$ cat config.mk
export PLATFORM = sky130hd
export DESIGN_NAME = fngm_back
export DESIGN_NICKNAME = d
export VERILOG_FILES = /design/src/sv/fngm_pkg.sv /design/src/sv/fngm_back.sv
export SDC_FILE = /design/constraint.sdc
export NUM_CORES = 2
export LEC_CHECK = 0
export BUFFER_PORTS_ARGS = -buffer_cell sky130_fd_sc_hd__buf_2
export CAP_MARGIN = 10
export CORE_MARGIN = 2
export CORE_UTILIZATION = 50
export CTS_CLUSTER_SIZE = 10
export DETAILED_ROUTE_END_ITERATION = 7
export GPL_TIMING_DRIVEN = 0
export PLACE_DENSITY_LB_ADDON = 0.05
export SLEW_MARGIN = 10
export SYNTH_ARGS = -nofsm -noshare
export SYNTH_HDL_FRONTEND = slang
export SYNTH_SLANG_ARGS = --single-unit
$ cat constraint.sdc
create_clock -name clk -period 9.9 [get_ports clk]
set_input_delay 1.98 -clock clk [delete_from_list [all_inputs] [get_ports clk]]
set_output_delay 1.98 -clock clk [all_outputs]
set_load 0.01 [all_outputs]
$ cat src/sv/fngm_pkg.sv
// ----------------------------------------------------------------------------
// fngm_pkg
// Shared constants for the four-neighbor geometric mean stencil.
// ----------------------------------------------------------------------------
`default_nettype none
package fngm_pkg;
  localparam int MAX_WIDTH_DEF   = 1024;
  localparam int SAMPLE_BITS_DEF = 16;

  localparam int SAMPLE_W = 16;
  localparam int ROW_W    = 16;
  localparam int COL_W    = 10;
  localparam int FW_REG_W = 11;
  localparam int FH_REG_W = 16;
  localparam int CFG_W    = 16;
  localparam int CFG_IDX_W = 1;

  localparam logic [FW_REG_W-1:0] FRAME_WIDTH_RST  = FW_REG_W'(1024);
  localparam logic [FH_REG_W-1:0] FRAME_HEIGHT_RST = FH_REG_W'(1024);

  localparam logic [CFG_IDX_W-1:0] CFG_FRAME_WIDTH  = 1'b0;
  localparam logic [CFG_IDX_W-1:0] CFG_FRAME_HEIGHT = 1'b1;
endpackage
`default_nettype wire

$ cat src/sv/fngm_back.sv
// ----------------------------------------------------------------------------
// fngm_back
// Takes job words, computes the floor fourth root of the neighbor product
// with a shared bit-serial square root run twice, and emits result words.
// ----------------------------------------------------------------------------
`default_nettype none
module fngm_back #(
  parameter int MAX_WIDTH   = 1024,
  parameter int SAMPLE_BITS = 16,
  localparam int CW = $clog2(MAX_WIDTH),
  localparam int JW = 5 * SAMPLE_BITS + 16 + CW + 4
) (
  input  wire logic                              clk,
  input  wire logic                              rst_n,
  input  wire logic [JW-1:0]                     q_data,
  input  wire logic                              q_empty,
  output logic                                   q_pop,
  output logic                                   out_valid,
  input  wire logic                              out_ready,
  output logic signed [fngm_pkg::SAMPLE_W-1:0]   out_value,
  output logic [fngm_pkg::ROW_W-1:0]             out_row,
  output logic [fngm_pkg::COL_W-1:0]             out_col,
  output logic                                   out_frame_done
);
  import fngm_pkg::*;

  localparam int SB   = SAMPLE_BITS;
  localparam int PW   = 4 * SB;
  localparam int RW   = 2 * SB;
  localparam int RMW  = RW + 3;
  localparam int NW   = $clog2(RW);
  localparam logic signed [SB-1:0] MAXV = {1'b0, {(SB-1){1'b1}}};

  typedef struct packed {
    logic signed [SB-1:0] up;
    logic signed [SB-1:0] down;
    logic signed [SB-1:0] left;
    logic signed [SB-1:0] right;
    logic signed [SB-1:0] center;
    logic [ROW_W-1:0]     row;
    logic [CW-1:0]        col;
    logic                 has_prev;
    logic                 interior;
    logic                 last_row;
    logic                 last_col;
  } job_t;

  typedef enum logic [2:0] {B_IDLE, B_MUL1, B_MUL2, B_ROOT, B_EMIT1, B_EMIT2} state_t;

  state_t               state_r, state_nxt;
  job_t                 job_r, job_nxt, job_in;
  logic signed [SB-1:0] val_r, val_nxt;
  logic [RW-1:0]        pab_r, pab_nxt, pcd_r, pcd_nxt;
  logic [PW-1:0]        x_r, x_nxt;
  logic [RMW-1:0]       rem_r, rem_nxt;
  logic [RW-1:0]        root_r, root_nxt;
  logic [NW-1:0]        cnt_r, cnt_nxt;
  logic                 pass_r, pass_nxt;

  logic                 out_valid_r, out_valid_nxt;
  logic signed [SB-1:0] out_val_r, out_val_nxt;
  logic [ROW_W-1:0]     out_row_r, out_row_nxt;
  logic [CW-1:0]        out_col_r, out_col_nxt;
  logic                 out_done_r, out_done_nxt;

  logic [SB-1:0]        mag_u, mag_d, mag_l, mag_r;
  logic                 any_zero, odd_neg, slot_free;
  logic [RMW-1:0]       rem_sh, trial, rem_step;
  logic [RW-1:0]        root_step;

  assign job_in   = q_data;
  assign any_zero = (job_in.up == '0) || (job_in.down == '0)
                    || (job_in.left == '0) || (job_in.right == '0);
  assign odd_neg  = job_in.up[SB-1] ^ job_in.down[SB-1]
                    ^ job_in.left[SB-1] ^ job_in.right[SB-1];

  assign mag_u = job_r.up[SB-1]    ? SB'(-job_r.up)    : SB'(job_r.up);
  assign mag_d = job_r.down[SB-1]  ? SB'(-job_r.down)  : SB'(job_r.down);
  assign mag_l = job_r.left[SB-1]  ? SB'(-job_r.left)  : SB'(job_r.left);
  assign mag_r = job_r.right[SB-1] ? SB'(-job_r.right) : SB'(job_r.right);

  // one result bit per step
  assign rem_sh = {rem_r[RMW-3:0], x_r[PW-1 -: 2]};
  assign trial  = RMW'({root_r, 2'b01});
  always_comb begin
    if (rem_sh >= trial) begin
      rem_step  = rem_sh - trial;
      root_step = {root_r[RW-2:0], 1'b1};
    end else begin
      rem_step  = rem_sh;
      root_step = {root_r[RW-2:0], 1'b0};
    end
  end

  assign slot_free = !out_valid_r || out_ready;
  assign q_pop     = (state_r == B_IDLE) && !q_empty;

  always_comb begin
    state_nxt     = state_r;
    job_nxt       = job_r;
    val_nxt       = val_r;
    pab_nxt       = pab_r;
    pcd_nxt       = pcd_r;
    x_nxt         = x_r;
    rem_nxt       = rem_r;
    root_nxt      = root_r;
    cnt_nxt       = cnt_r;
    pass_nxt      = pass_r;
    out_valid_nxt = out_ready ? 1'b0 : out_valid_r;
    out_val_nxt   = out_val_r;
    out_row_nxt   = out_row_r;
    out_col_nxt   = out_col_r;
    out_done_nxt  = out_done_r;
    unique case (state_r)
      B_IDLE: begin
        if (!q_empty) begin
          job_nxt = job_in;
          val_nxt = job_in.center;
          priority if (job_in.has_prev && job_in.interior && any_zero) begin
            val_nxt   = '0;
            state_nxt = B_EMIT1;
          end else if (job_in.has_prev && job_in.interior && !odd_neg) begin
            state_nxt = B_MUL1;
          end else if (job_in.has_prev) begin
            state_nxt = B_EMIT1;
          end else if (job_in.last_row) begin
            state_nxt = B_EMIT2;
          end else begin
            state_nxt = B_IDLE;
          end
        end
      end
      B_MUL1: begin
        pab_nxt   = RW'(mag_u) * RW'(mag_d);
        pcd_nxt   = RW'(mag_l) * RW'(mag_r);
        state_nxt = B_MUL2;
      end
      B_MUL2: begin
        x_nxt     = PW'(pab_r) * PW'(pcd_r);
        rem_nxt   = '0;
        root_nxt  = '0;
        cnt_nxt   = '0;
        pass_nxt  = 1'b0;
        state_nxt = B_ROOT;
      end
      B_ROOT: begin
        x_nxt    = x_r << 2;
        rem_nxt  = rem_step;
        root_nxt = root_step;
        cnt_nxt  = cnt_r + NW'(1);
        if (cnt_r == NW'(RW - 1)) begin
          if (!pass_r) begin
            x_nxt    = PW'(root_step);
            rem_nxt  = '0;
            root_nxt = '0;
            cnt_nxt  = '0;
            pass_nxt = 1'b1;
          end else begin
            val_nxt   = (root_step > RW'(MAXV)) ? MAXV : SB'(root_step);
            state_nxt = B_EMIT1;
          end
        end
      end
      B_EMIT1: begin
        if (slot_free) begin
          out_valid_nxt = 1'b1;
          out_val_nxt   = val_r;
          out_row_nxt   = job_r.row - ROW_W'(1);
          out_col_nxt   = job_r.col;
          out_done_nxt  = 1'b0;
          state_nxt     = job_r.last_row ? B_EMIT2 : B_IDLE;
        end
      end
      B_EMIT2: begin
        if (slot_free) begin
          out_valid_nxt = 1'b1;
          out_val_nxt   = job_r.down;
          out_row_nxt   = job_r.row;
          out_col_nxt   = job_r.col;
          out_done_nxt  = job_r.last_col;
          state_nxt     = B_IDLE;
        end
      end
      default: state_nxt = B_IDLE;
    endcase
  end

  always_ff @(posedge clk) begin
    if (!rst_n) begin
      state_r     <= B_IDLE;
      out_valid_r <= 1'b0;
    end else begin
      state_r     <= state_nxt;
      out_valid_r <= out_valid_nxt;
    end
    job_r      <= job_nxt;
    val_r      <= val_nxt;
    pab_r      <= pab_nxt;
    pcd_r      <= pcd_nxt;
    x_r        <= x_nxt;
    rem_r      <= rem_nxt;
    root_r     <= root_nxt;
    cnt_r      <= cnt_nxt;
    pass_r     <= pass_nxt;
    out_val_r  <= out_val_nxt;
    out_row_r  <= out_row_nxt;
    out_col_r  <= out_col_nxt;
    out_done_r <= out_done_nxt;
  end

  assign out_valid      = out_valid_r;
  assign out_value      = SAMPLE_W'(out_val_r);
  assign out_row        = out_row_r;
  assign out_col        = COL_W'(out_col_r);
  assign out_frame_done = out_done_r;
endmodule
`default_nettype wire

==> impl_metrics.json <==
{
  "status": "completed",
  "synth_area_mm2": 0.0662,
  "synth_top_area_share": 0.388,
  "clk-insertion-delay-late_ns": 0.62,
  "reg2reg_to": "pcd_r[31]$_DFFE_PP_",
  "cp-start-kind": "flop",
  "drc": 0,
  "rows": 133,
  "firstDrtPassIters": 5,
  "seq_area_mm2": 0.0106,
  "drv_slew": 0,
  "final_nets": 9091,
  "ys.warnings.count": 0,
  "period_share": 0.966,
  "final.min_clock_period_ns": 9.56,
  "numPortBuffers": 158,
  "die-width_um": 368,
  "cp-end-kind": "flop",
  "routed-via-count": 49600,
  "relSlewSlack": 0.0510,
  "min_path_type": "reg2reg",
  "yosysTopAreaCell": "fa_1",
  "vias_per_cell": 5.53,
  "cpMostUsedCell": "fa_1",
  "worstPathRequired_ns": 10.29,
  "path_buf_inv": 7,
  "tritoncts": "built",
  "fmax_mhz": 105,
  "fin_setup_tns_ns": 0,
  "postCtsSetupBuffers": 0,
  "syn_area_per_cell_um2": 9.52,
  "die-area_mm2": 0.135,
  "synthTopCellsByArea": "fa_1 (39%), edfxtp_1 (16%), ha_1 (9.7%), inv_1 (8.0%), and2_1 (6.2%)",
  "yosysSeqAreaShare": 0.160,
  "yosysUniqueCellTypes": 79,
  "grt_first_pass_wirelength_um": 331000,
  "cts_sinks": 354,
  "drv_cap": 0,
  "drt_wl_total_um": 218000,
  "start_util": 0.504,
  "synthFlopType": "edfxtp_1",
  "place_hpwl_um": 185000,
  "cts_hold_buf": 0,
  "slowest_stage": "edfxtp_1",
  "pre_cts_ws_ns": -0.275,
  "drt_iter0_markers": 3696,
  "ctsRootBufferMaster": "clkbuf_16",
  "clk_path_buf_depth": 3,
  "fin_skew_ns": 0.0348,
  "cts_resized": 2,
  "track_usage": 0.331,
  "core-area_mm2": 0.131,
  "async_reset_ff_frac": 0,
  "clk_pin_slew_ns": 0.06,
  "synthToLayoutAreaGrowth_pct": 7.18,
  "ys_top_cells_by_count": "inv_1 (1,410), fa_1 (1,284), nand2_1 (912), and2_1 (659), ha_1 (512)",
  "globalplace.congestion": 1.00,
  "timing_hold_violations_final": 0,
  "synth.most_common_cell": "inv_1",
  "worst-setup-path-type": "reg2reg",
  "dpl.cell_count": 8890,
  "synth_edf_count": 350,
  "hold_slack_ns": 0.416,
  "cp_max_fo": 11,
  "syn_nets": 8870,
  "htree_num_levels": 2,
  "fillers": 12400,
  "max_stage_delay_ns": 0.70,
  "synthCells": 6960,
  "hold_path_end": "out_col[1]$_DFFE_PP_",
  "worstPathArrival_ns": 9.95,
  "rr_worst_depth": 28,
  "final_antenna_net_count": 0,
  "grt_max_degree": 34,
  "pin_count": 159,
  "finalSetupViolCount": 0,
  "setup_slack_ns": 0.340,
  "r2r_slack_ns": 0.34,
  "ys_seq_elements": 354,
  "r2r-start": "job_r[62]$_DFFE_PP_",
  "hp-start": "job_r[5]$_DFFE_PP_",
  "die_height_um": 368,
  "hold_depth": 0,
  "layout-drive-gt1-share": 0.0418,
  "cp_top_family": "adder cells",
  "rsz0062_at_grt": "true",
  "instances_no_fill": 8967,
  "worstMarginPinSlew_ns": 1.42,
  "numCtsBuffers": 44,
  "grt_pass1_vias": 52400,
  "multi_input_area_mm2": 0.0493,
  "wl_per_cell_um": 24.3,
  "antenna_found_initial": 12,
  "grt-ovfl-total": 0
}
cell type report:
| class | instances | share of cell area |
|---|---|---|
| multi-input combinational | 4893 | 0.695 |
| sequential | 354 | 0.149 |
| inverter | 1415 | 0.0749 |
| tap | 1755 | 0.0309 |
| clock buffer | 60 | 0.0166 |
| buffer | 297 | 0.0160 |
| timing repair buffer | 176 | 0.0149 |
| clock inverter | 10 | 0.00245 |
| antenna | 7 | 0.000247 |
worst max path at each step:
stage,depth (start not counted),startpoint,slack [ns],end
2_1_floorplan,8,state_r[1]$_SDFFE_PN0P_,0.96,val_r[10]$_DFFE_PP_
3_3_place_gp,8,state_r[1]$_SDFFE_PN0P_,-4.84,val_r[12]$_DFFE_PP_
3_5_place_dp,29,job_r[62]$_DFFE_PP_,-0.27,pcd_r[31]$_DFFE_PP_
4_1_cts,27,job_r[62]$_DFFE_PP_,0.05,pcd_r[31]$_DFFE_PP_
5_1_grt,28,job_r[62]$_DFFE_PP_,-0.10,pcd_r[31]$_DFFE_PP_
6_report,28,job_r[62]$_DFFE_PP_,0.34,pcd_r[31]$_DFFE_PP_
registers in the layout, indices dropped and copies added, names as in the netlist, 10 cells and up:
| register | flops |
|---|---|
| job_r | 92 |
| x_r | 64 |
| rem_r | 33 |
| pab_r | 32 |
| pcd_r | 32 |
| root_r | 32 |
| out_row | 16 |
| out_value | 16 |
| val_r | 16 |
| out_col | 10 |
stage by stage:
step,util,area (um2)
after floorplan,-,66200
after global placement,0.526,69200
after detailed placement,0.529,69500
after CTS,0.539,70900
after global routing,0.540,71000
final,0.540,71000
kinds of logic (layout without fill, tap and decap cells):
group                    count (synthesis)  count (layout)  synth area share
buffers and inverters                 1713            1958            0.0974
flip-flops                             354             354             0.160
adder cells (fa/ha/maj)               1796            1796             0.485
other                                    0               7                 0
AND/OR/NAND/NOR                       2208            2208             0.161
multiplexers                            37              37           0.00586
AO/OA/AOI/OAI                          627             627            0.0612
XOR/XNOR                               225             225            0.0298
cells in the final DEF (no fill, tap or decap), types with 61 or more instances in the layout:
master,synthesis,final
a21o_1,61,61
clkbuf_1,286,296
and2_1,659,659
xor2_1,73,72
nand3_1,65,65
fa_1,1284,1284
xnor2_1,152,143
ha_1,512,512
a21oi_1,197,196
nor2_1,335,334
o21ai_0,103,103
nand2_1,912,912
buf_2,5,163
inv_1,1410,1409
edfxtp_1,350,350
routing by layer:
layer | share of wire | vias to the layer above | global-route usage
li1 | - | 21900 | -
met1 | 0.41 | 25500 | 0.442
met2 | 0.46 | 1803 | 0.534
met3 | 0.073 | 417 | 0.0509
met4 | 0.056 | 6 | 0.149
met5 | 0.00016 | - | 0
Power is left out: the tool's default activity adds up to more than one toggle a clock period on the data nets, which glitch-free logic cannot reach.
