`src/sv/fngm_queue.sv`:
```
// ----------------------------------------------------------------------------
// fngm_queue
// Short register FIFO between the front and the back.
// ----------------------------------------------------------------------------
`default_nettype none
module fngm_queue #(
  parameter int WIDTH = 32,
  parameter int DEPTH = 2,
  localparam int PW = (DEPTH > 1) ? $clog2(DEPTH) : 1,
  localparam int CNTW = $clog2(DEPTH + 1)
) (
  input  wire logic             clk,
  input  wire logic             rst_n,
  input  wire logic             push,
  input  wire logic [WIDTH-1:0] push_data,
  output logic                  full,
  input  wire logic             pop,
  output logic [WIDTH-1:0]      pop_data,
  output logic                  empty
);
  logic [WIDTH-1:0] slot_r [DEPTH];
  logic [PW-1:0]    wp_r, wp_nxt, rp_r, rp_nxt;
  logic [CNTW-1:0]  cnt_r, cnt_nxt;
  logic             do_push, do_pop;

  assign full     = cnt_r == CNTW'(DEPTH);
  assign empty    = cnt_r == '0;
  assign do_push  = push && !full;
  assign do_pop   = pop && !empty;
  assign pop_data = slot_r[rp_r];

  always_comb begin
    wp_nxt  = wp_r;
    rp_nxt  = rp_r;
    cnt_nxt = cnt_r;
    if (do_push) begin
      wp_nxt = (wp_r == PW'(DEPTH - 1)) ? '0 : wp_r + PW'(1);
    end
    if (do_pop) begin
      rp_nxt = (rp_r == PW'(DEPTH - 1)) ? '0 : rp_r + PW'(1);
    end
    if (do_push && !do_pop) begin
      cnt_nxt = cnt_r + CNTW'(1);
    end else if (do_pop && !do_push) begin
      cnt_nxt = cnt_r - CNTW'(1);
    end
  end

  always_ff @(posedge clk) begin
    if (!rst_n) begin
      wp_r  <= '0;
      rp_r  <= '0;
      cnt_r <= '0;
    end else begin
      wp_r  <= wp_nxt;
      rp_r  <= rp_nxt;
      cnt_r <= cnt_nxt;
    end
    if (do_push) begin
      slot_r[wp_r] <= push_data;
    end
  end
endmodule
`default_nettype wire

```
`config.mk`:
```
export PLATFORM = sky130hd
export DESIGN_NAME = fngm_queue
export DESIGN_NICKNAME = d
export VERILOG_FILES = /design/src/sv/fngm_queue.sv
export SDC_FILE = /design/constraint.sdc
export NUM_CORES = 1
export LEC_CHECK = 0
export ABC_AREA = 1
export BUFFER_PORTS_ARGS = -buffer_cell sky130_fd_sc_hd__buf_2
export CELL_PAD_IN_SITES_DETAIL_PLACEMENT = 0
export CELL_PAD_IN_SITES_GLOBAL_PLACEMENT = 1
export CORE_MARGIN = 5
export CORE_UTILIZATION = 39
export DETAILED_ROUTE_END_ITERATION = 6
export GPL_TIMING_DRIVEN = 0
export PLACE_DENSITY = 0.82
export SYNTH_ARGS = -nofsm -noshare
export SYNTH_HDL_FRONTEND = slang
export SYNTH_SLANG_ARGS = --single-unit
```
`constraint.sdc`:
```
create_clock -name clk -period 2.3 [get_ports clk]
set_clock_uncertainty 0.2 [all_clocks]
set_input_delay 0.23 -clock clk [delete_from_list [all_inputs] [get_ports clk]]
set_output_delay 0.23 -clock clk [all_outputs]
set_load 0.02 [all_outputs]
```
==> impl_metrics.ini, run 1 <==
[outcome]
status = completed

[critical_path]
path_max_fanout = 10
critPathSlowestCell = dfxtp_1
cp.buffers_inverters = 3
cp_top_family = buffers and inverters
slowest_delay_ns = 0.32
crit_required_ns = 1.87
crit_chain = buf_6 -> buf_12 -> mux2_4 -> buf_2
crit_path_end_kind = output pin
path_class = reg2out
crit_arrival_ns = 1.41
cp-start-kind = register

[global_routing]
antenna_found_initial = 0
grt_first_pass_wirelength_mm = 8.08
grtUsageTotal = 0.124
grt_pass1_vias = 1652
use_met3 = 0.0298
grt.overflow.total = 0
top_usage_layer = met2
globalRouteMet1Util = 0.137
grt_start_max_net_pins = 20
met2_usage = 0.221

[finish]
multi_input_area_um2 = 599
drive_above_1_share = 0.477
syn_to_final_growth_pct = 38.7
design_area_um2 = 3760
antenna_cells = 0
seqCellArea_um2 = 2020
fill_cells = 566
fin_nets = 290

[logic_synthesis]
yosys_warnings = 0
synth_compound_area_frac = 0.00877
synth_mux_area_frac = 0.174
ys_seq_elements = 69
synth_edf_count = 64
synth_area_um2 = 2710
synth_top_family_by_area = multiplexers
yosys.area_share.simple = 0.0277
synth_common_cells = 64 x edfxtp_1, 30 x mux2_4, 11 x nor2_1, 9 x inv_1, 6 x nand2_1
synthFlopType = edfxtp_1
synth_cell_type_count = 15
synthCells = 138
synth_top_area_share = 0.709
async_reset_ff_frac = 0
synthAdderAreaFrac = 0.00461
ys_seq_area_frac = 0.746
yosysTopAreaCell = edfxtp_1
synth.avg_cell_area_um2 = 19.6
yosys.area_share.xor_xnor = 0
synth_nets = 175
synth_area_leaders = edfxtp_1 71%, mux2_4 17%, dfxtp_1 3.7%
synth.most_common_cell = edfxtp_1

[placement]
gp_congestion = 0.664
placement.io_buffers = 69
pre_cts_ws_ns = 0.572
dp_hpwl_mm = 3.34
postPlaceCellArea_um2 = 3250

[floorplan]
die_area_um2 = 8720
ios = 70
rows = 30
die_h_um = 93.4
die_x_um = 93.4
core_um2 = 6790
initial_utilization = 0.399

[cts]
cts_sinks = 69
max-clock-path-buffers = 2
tritoncts = built
cts_root_buf = clkbuf_8
ctsResizeCount = 0
cts.htree.levels = 3
clock_latency_ns = 0.32
numCtsBuffers = 9
clkTransAtPathRegs_ns = 0.07

[sta]
setup_ws_ns = 0.458
final-hold-violation-count = 0
hold_ws_ns = 0.136
slew_headroom = 0.668
tns_ns = 0
max_freq_mhz = 543
finalSetupViolCount = 0
slew_violations = 0
finalCritPeriodShare = 0.801
worstMarginPinSlew_ns = 0.497
rsz0062_at_grt = no
period_needed_ns = 1.84

[routing]
vias_per_cell = 4.19
drtIter0Drc = 40
wl_per_cell_um = 14.3
vias = 1483
dr.pass1.iters = 3
antenna_left = 0
wl_mm = 5.05
drc = 0

[run]
drv_cap = 0

[hold_path]
hold_path.class = in2reg

[pwr]
leakagePower_uw = 0.00151
power_density_nw_per_um2 = 1010
vdd_drop_max_mv = 0.464
-- final timing paths --
kind / from / end / slack [ns] / depth (start not counted)
hold reg to reg: rp_r / register / 0.33 / 2
setup / recovery: register / pop_data[31] / 0.46 / 4
setup reg to reg: cnt_r[1] / cnt_r[1] / 0.56 / 9
hold / removal: push / wp_r / 0.14 / 4
-- worst register-to-register path, delay by kind of cell (launching register included) --
kind	cells	cell delay (ns)
buffers and inverters	4	0.30
DFF	1	0.35
adders and majority gates	1	0.33
and+or+nand+nor	3	0.22
AOI/OAI and AO/OA	1	0.29
-- routing by layer --
layer | wire length (um) | vias up | share of wire
li1 | - | 740 | -
met1 | 2110 | 685 | 0.42
met2 | 2570 | 49 | 0.51
met3 | 279 | 9 | 0.055
met4 | 93 | 0 | 0.018
met5 | 0 | - | 0
-- power by group --
part / switching (uW) / internal (uW) / total, uW
Combinational: 651 / 580 / 1230
Clock: 414 / 500 / 915
Sequential: 60.5 / 1590 / 1650
Total: 1130 / 2670 / 3790
-- cells by family (layout without fill, tap and decap cells) --
kind of cell | after synthesis | count (layout)
flip-flops | 69 | 69
AND/OR/NAND/NOR | 19 | 19
buffers and inverters | 13 | 133
multiplexers | 32 | 32
AO/OA/AOI/OAI | 4 | 4
adder cells (fa/ha/maj) | 1 | 1
-- repair_timing --
action | in CTS | in global routing
hold buffers | 33 | 0
buffers inserted | 0 | 0
endpoints found under the hold margin | 69 | 0
-- placed cells by master, fill, tap and decap left out --
master / count
buf_2: 69
edfxtp_1: 64
dlygate4sd3_1: 33
mux2_4: 30
inv_1: 9
nor2_1: 9
clkbuf_8: 9
nand2_1: 6
dfxtp_1: 5
buf_12: 3
clkbuf_1: 3
nor2_4: 2
mux2_2: 2
o21ai_0: 2
clkinv_2: 2
buf_16: 2
o21ai_2: 1
buf_6: 1
a21oi_1: 1
nand3_1: 1
nand4_1: 1
ha_1: 1
clkinv_4: 1
bufinv_16: 1
-- area by class of cell --
type | instances | share of cell area
timing repair buffer | 104 | 0.194
inverter | 9 | 0.00898
buffer | 4 | 0.0190
sequential | 69 | 0.538
multi-input combinational | 56 | 0.159
tap | 96 | 0.0319
clock buffer | 12 | 0.0359
clock inverter | 4 | 0.0130
-- registers in the layout, indices dropped and copies added, names as in the netlist, named ones only --
| name | flops |
|---|---|
| wp_r | 1 |
| rp_r | 1 |
| cnt_r | 2 |
| slot_r | 64 |
-- through the flow --
step	instances	util	power (uW)
after floorplan	138	-	2510
after global placement	303	0.468	2810
after detailed placement	305	0.478	2880
after CTS	354	0.554	3860
after global routing	354	0.554	4000
final	354	0.554	3790
(Power assumes the default switching activity.)
==> run 2: changes to the inputs <==
--- a/config.mk
+++ b/config.mk
@@ -10,10 +10,10 @@
 export CELL_PAD_IN_SITES_DETAIL_PLACEMENT = 0
 export CELL_PAD_IN_SITES_GLOBAL_PLACEMENT = 1
 export CORE_MARGIN = 5
-export CORE_UTILIZATION = 39
+export CORE_UTILIZATION = 40
 export DETAILED_ROUTE_END_ITERATION = 6
 export GPL_TIMING_DRIVEN = 0
-export PLACE_DENSITY = 0.82
+export PLACE_DENSITY = 0.81
 export SYNTH_ARGS = -nofsm -noshare
 export SYNTH_HDL_FRONTEND = slang
 export SYNTH_SLANG_ARGS = --single-unit
==> constraint.sdc (replaced) <==
create_clock -name clk -period 1.8 [get_ports clk]
set_clock_uncertainty 0.2 [all_clocks]
set_input_delay 0.18 -clock clk [delete_from_list [all_inputs] [get_ports clk]]
set_output_delay 0.18 -clock clk [all_outputs]
set_load 0.02 [all_outputs]
==> run 2 against run 1 <==
Via count increased by 5.8%. Largest power group unchanged. Clock power is 25% higher. Largest cell class unchanged. Clock-buffer cell count down 2. Setup slack got worse by 0.44 ns.
==> impl_metrics.ini, run 2 (same netlist as run 1, synthesis figures left out) <==
[hold_path]
min_from = pop
hold_path.class = in2reg
min_path_cells = 6

[pwr]
power.total_uw = 5240
power_density_nw_per_um2 = 1300
leakagePower_uw = 0.00162
vdd_drop_max_mv = 0.725

[finish]
final_cell_mix = 64 x edfxtp_1, 39 x buf_2, 33 x dlygate4sd3_1, 30 x mux2_4, 30 x buf_6
mostFrequentLayoutCell = edfxtp_1
fin_nets = 294
antenna_cells = 0
largest_register_ffs = 64
instances_no_fill = 342
reg_top3 = slot_r: 64 flops, cnt_r: 2 flops
design_area_um2 = 4040
drive_above_1_share = 0.489
regMostFlops = slot_r
syn_to_final_growth_pct = 49.1

[global_routing]
grt_start_max_net_pins = 23
grt.overflow.total = 0
grtUsageTotal = 0.123
antenna_found_initial = 0
grt_first_pass_wirelength_mm = 7.89
grt_pass1_vias = 1655

[cts]
max-clock-path-buffers = 2
cts.htree.levels = 3
tritoncts = built
clock_latency_ns = 0.32
numCtsBuffers = 9
cts_sinks = 69
clkTransAtPathRegs_ns = 0.06
cts_root_buf = clkbuf_8

[floorplan]
ios = 70
die_area_um2 = 8520
core_um2 = 6680
rows = 30
initial_utilization = 0.406
die_h_um = 92.3
die_x_um = 92.3

[routing]
drc = 0
wl_mm = 5.34
drtIter0Drc = 47
antenna_left = 0
vias = 1569
wl_per_cell_um = 15.6
dr.pass1.iters = 4
vias_per_cell = 4.59

[critical_path]
path_class = reg2out
cp-start-kind = register
r2r-end = cnt_r[1]
worstRegToRegCells = 9
rrSetupSlack_ns = 0.09
crit_arrival_ns = 1.40
r2r-start = cnt_r[1]
crit_path_end_kind = output pin
slowest_delay_ns = 0.34
critPathSlowestCell = dfxtp_2
crit_required_ns = 1.42
crit_chain = buf_12 -> clkbuf_16 -> mux2_4 -> buf_6
path_max_fanout = 8

[sta]
finalCritPeriodShare = 0.987
rsz0062_at_grt = yes
max_freq_mhz = 563
slew_headroom = 0.722
finalSetupViolCount = 0
worstMarginPinSlew_ns = 0.415
slew_violations = 0
final-hold-violation-count = 0
period_needed_ns = 1.78
tns_ns = 0
hold_ws_ns = 0.0642

[placement]
dpl.cell_count = 289
placement.io_buffers = 69
postPlaceCellArea_um2 = 3230
dp_hpwl_mm = 3.24
gp_congestion = 0.760

[run]
drv_cap = 0

[outcome]
status = completed
## run 2: cell types whose count changed in the layout (fill, tap and decap cells not counted), sizes merged
cell      before  now
buf           75   76
clkinvlp       0    1
clkbuf        12   13
clkinv         3    4
## run 2: worst max-delay path, delay by kind of cell (launching register included)
kind | cells | cell delay [ns]
buffers and inverters | 3 | 0.44
flip-flops | 1 | 0.34
multiplexers | 1 | 0.30
## run 2: layout make-up
cell class	instances	area, um2
Clock buffer	10	128
Fill cell	504	2640
Multi-Input combinational cell	56	609
Clock inverter	6	53.8
Tap cell	80	100
Buffer	4	80.1
Timing Repair Buffer	108	1010
Inverter	9	33.8
Sequential cell	69	2020
## run 2: power by group
part | total [uW] | internal [uW] | switching [uW]
registers | 2110 | 2030 | 82.9
logic | 1980 | 1070 | 914
clock network | 1140 | 624 | 518
## run 2: timing repair
item	CTS	global route
hold endpoints to repair	69	0
gates resized for setup	6	61
pin swaps	0	1
hold buffers	33	0
setup buffers	0	1
endpoints found under the setup margin	23	50
gates cloned	0	3
## run 2: worst max-delay path by stage
stage / from / to / slack [ns] / depth (start not counted)
floorplan: cnt_r[0] / slot_r[0][0] / -0.13 / 2
global placement: cnt_r[0] / slot_r[1][8] / -0.64 / 2
detailed placement: cnt_r[0] / slot_r[1][7] / 0.05 / 3
CTS: register / pop_data[28] / -0.007 / 4
global route: cnt_r[1] / cnt_r[1] / -0.04 / 9
finish: register / pop_data[27] / 0.02 / 4
## run 2: per-layer routing
metal / global-route usage / wire length [um]
met1: 0.131 / 2110
met2: 0.219 / 2980
met3: 0.0284 / 162
met4: 0.0743 / 86
met5: 0 / 0
## run 2: metrics by stage
stage / worst slack [ns] / utilization
after floorplan: -0.130 / -
after global placement: -0.643 / 0.473
after detailed placement: 0.0529 / 0.483
after CTS: -0.00706 / 0.562
after global routing: -0.0396 / 0.605
final: 0.0227 / 0.605
==> run 3: changes to the inputs <==
--- a/config.mk
+++ b/config.mk
@@ -13,7 +13,7 @@
 export CORE_UTILIZATION = 40
 export DETAILED_ROUTE_END_ITERATION = 6
 export GPL_TIMING_DRIVEN = 0
-export PLACE_DENSITY = 0.81
+export PLACE_DENSITY_LB_ADDON = 0.1
 export SYNTH_ARGS = -nofsm -noshare
 export SYNTH_HDL_FRONTEND = slang
 export SYNTH_SLANG_ARGS = --single-unit
==> run 3 against run 2 <==
Via count is 1.0% lower. The flow now finishes with violations (negative setup slack). Largest power group unchanged. Critical endpoint is now slot_r[0][30]. Sequential share of layout area is 0.72 points lower. Combinational power hardly changed. Clock-buffer cell count is 1 lower. Power is 9.3% higher. Highest routed layer unchanged.
==> impl_metrics.ini, run 3 (same netlist as run 1, synthesis figures left out) <==
[pwr]
vdd_drop_max_mv = 0.808
leakagePower_uw = 0.00166
power_density_nw_per_um2 = 1390

[finish]
fin_nets = 295
final_cell_mix = 64 x edfxtp_1, 38 x buf_2, 33 x dlygate4sd3_1, 33 x buf_6, 32 x mux2_4
fin_util = 0.616
fill_cells = 517
drive_above_1_share = 0.519
syn_to_final_growth_pct = 51.7
antenna_cells = 0
mostFrequentLayoutCell = edfxtp_1
reg_top3 = slot_r: 64 flops, cnt_r: 2 flops
regMostFlops = slot_r
largest_register_ffs = 64
design_area_um2 = 4110

[floorplan]
initial_utilization = 0.406
ios = 70
rows = 30
die_x_um = 92.3
die_h_um = 92.3
die_area_um2 = 8520
core_um2 = 6680

[sta]
max_freq_mhz = 550
period_needed_ns = 1.82
slew_headroom = 0.365
slew_violations = 0
worstMarginPinSlew_ns = 0.950
finalCritPeriodShare = 1.01
setup_ws_ns = -0.0188
final-hold-violation-count = 0
rsz0062_at_grt = yes
finalSetupViolCount = 32

[cts]
numCtsBuffers = 9
clkTransAtPathRegs_ns = 0.07
cts_sinks = 69
cts_root_buf = clkbuf_8
tritoncts = built
cts.htree.levels = 3
clock_latency_ns = 0.33
max-clock-path-buffers = 2

[critical_path]
r2r-end = slot_r[0][30]
rrSetupSlack_ns = -0.02
path_max_fanout = 32
cp-start-kind = register
crit_required_ns = 1.56
crit_arrival_ns = 1.58
crit_path_end_kind = register
r2r-start = cnt_r[1]
worstRegToRegCells = 3
path_class = reg2reg

[hold_path]
hold_path.class = in2reg
min_path_cells = 5
min_from = pop

[run]
drv_cap = 0

[placement]
gp_congestion = 0.676
postPlaceCellArea_um2 = 3170
dp_hpwl_mm = 3.10
placement.io_buffers = 69

[global_routing]
grt_start_max_net_pins = 33
grtUsageTotal = 0.122
grt_first_pass_wirelength_mm = 7.75
grt.overflow.total = 0
antenna_found_initial = 0
grt_pass1_vias = 1708

[routing]
vias_per_cell = 4.54
wl_mm = 5.00
vias = 1553
antenna_left = 0
wl_per_cell_um = 14.6
drtIter0Drc = 41
drc = 0
dr.pass1.iters = 4

[outcome]
status = finished with violations
violations = negative setup slack
run 3: changes by cell type in the layout (fill, tap and decap cells not counted), moves of 2 or more:
cell and change:
clkinv_1 -3, dfxtp_1 -3, bufinv_16 +3, clkbuf_16 -2, mux2_4 +2, mux2_2 -2, buf_6 +3, dfxtp_2 +2
run 3: final cells by class:
cell class	instances	area [um2]	share of cell area
Buffer	3	60.1	0.0146
Clock buffer	9	124	0.0301
Clock inverter	6	136	0.0332
Inverter	9	33.8	0.00821
Multi-Input combinational cell	56	617	0.150
Sequential cell	69	2030	0.493
Tap cell	80	100	0.0243
Timing Repair Buffer	110	1010	0.246
run 3: what timing repair did:
action                                 4_1_cts  5_1_grt
setup endpoints to repair                   94       96
hold buffers                                33        0
resized for setup                           37       41
buffers inserted                             3        3
cloned                                       2        1
endpoints found under the hold margin       69        0
run 3: worst max-delay path, cell delays in order (launching register included):
cell and delay, ns:
dfxtp_2 0.34, inv_2 0.09, o21ai_4 0.08, nor2_4 0.73
run 3: stage by stage:
step,cells,setup TNS (ns),power (uW),hold WS (ns),worst slack [ns]
floorplan,138,-8.30,3210,0.0789,-0.130
CTS,340,-4.95,5600,0.0399,-0.0939
finish,342,-0.391,5730,0.0510,-0.0188
global route,342,-7.49,6010,0.0720,-0.123
detailed placement,287,-7.61,3620,0.171,-0.136
global placement,287,-36.16,3570,0.168,-0.567
run 3: metal layers:
layer | global-route usage | wire, um
met5 | 0 | 0
met4 | 0.0520 | 68
met3 | 0.0577 | 382
met2 | 0.213 | 2650
met1 | 0.124 | 1900
run 3: worst max path at each step:
stage / slack (ns) / end / from / cells past startpoint
after detailed placement: -0.14 / slot_r[0][22] / cnt_r[0] / 2
after global placement: -0.57 / slot_r[0][22] / cnt_r[0] / 2
after global routing: -0.12 / slot_r[0][30] / cnt_r[1] / 3
final: -0.02 / slot_r[0][30] / cnt_r[1] / 3
after CTS: -0.09 / pop_data[24] / register / 5
after floorplan: -0.13 / slot_r[0][0] / cnt_r[0] / 2
run 3: power breakdown:
part | internal [uW] | switching (uW) | total [uW]
registers | 2040 | 93.6 | 2140
clock network | 1050 | 555 | 1610
logic | 1080 | 898 | 1980
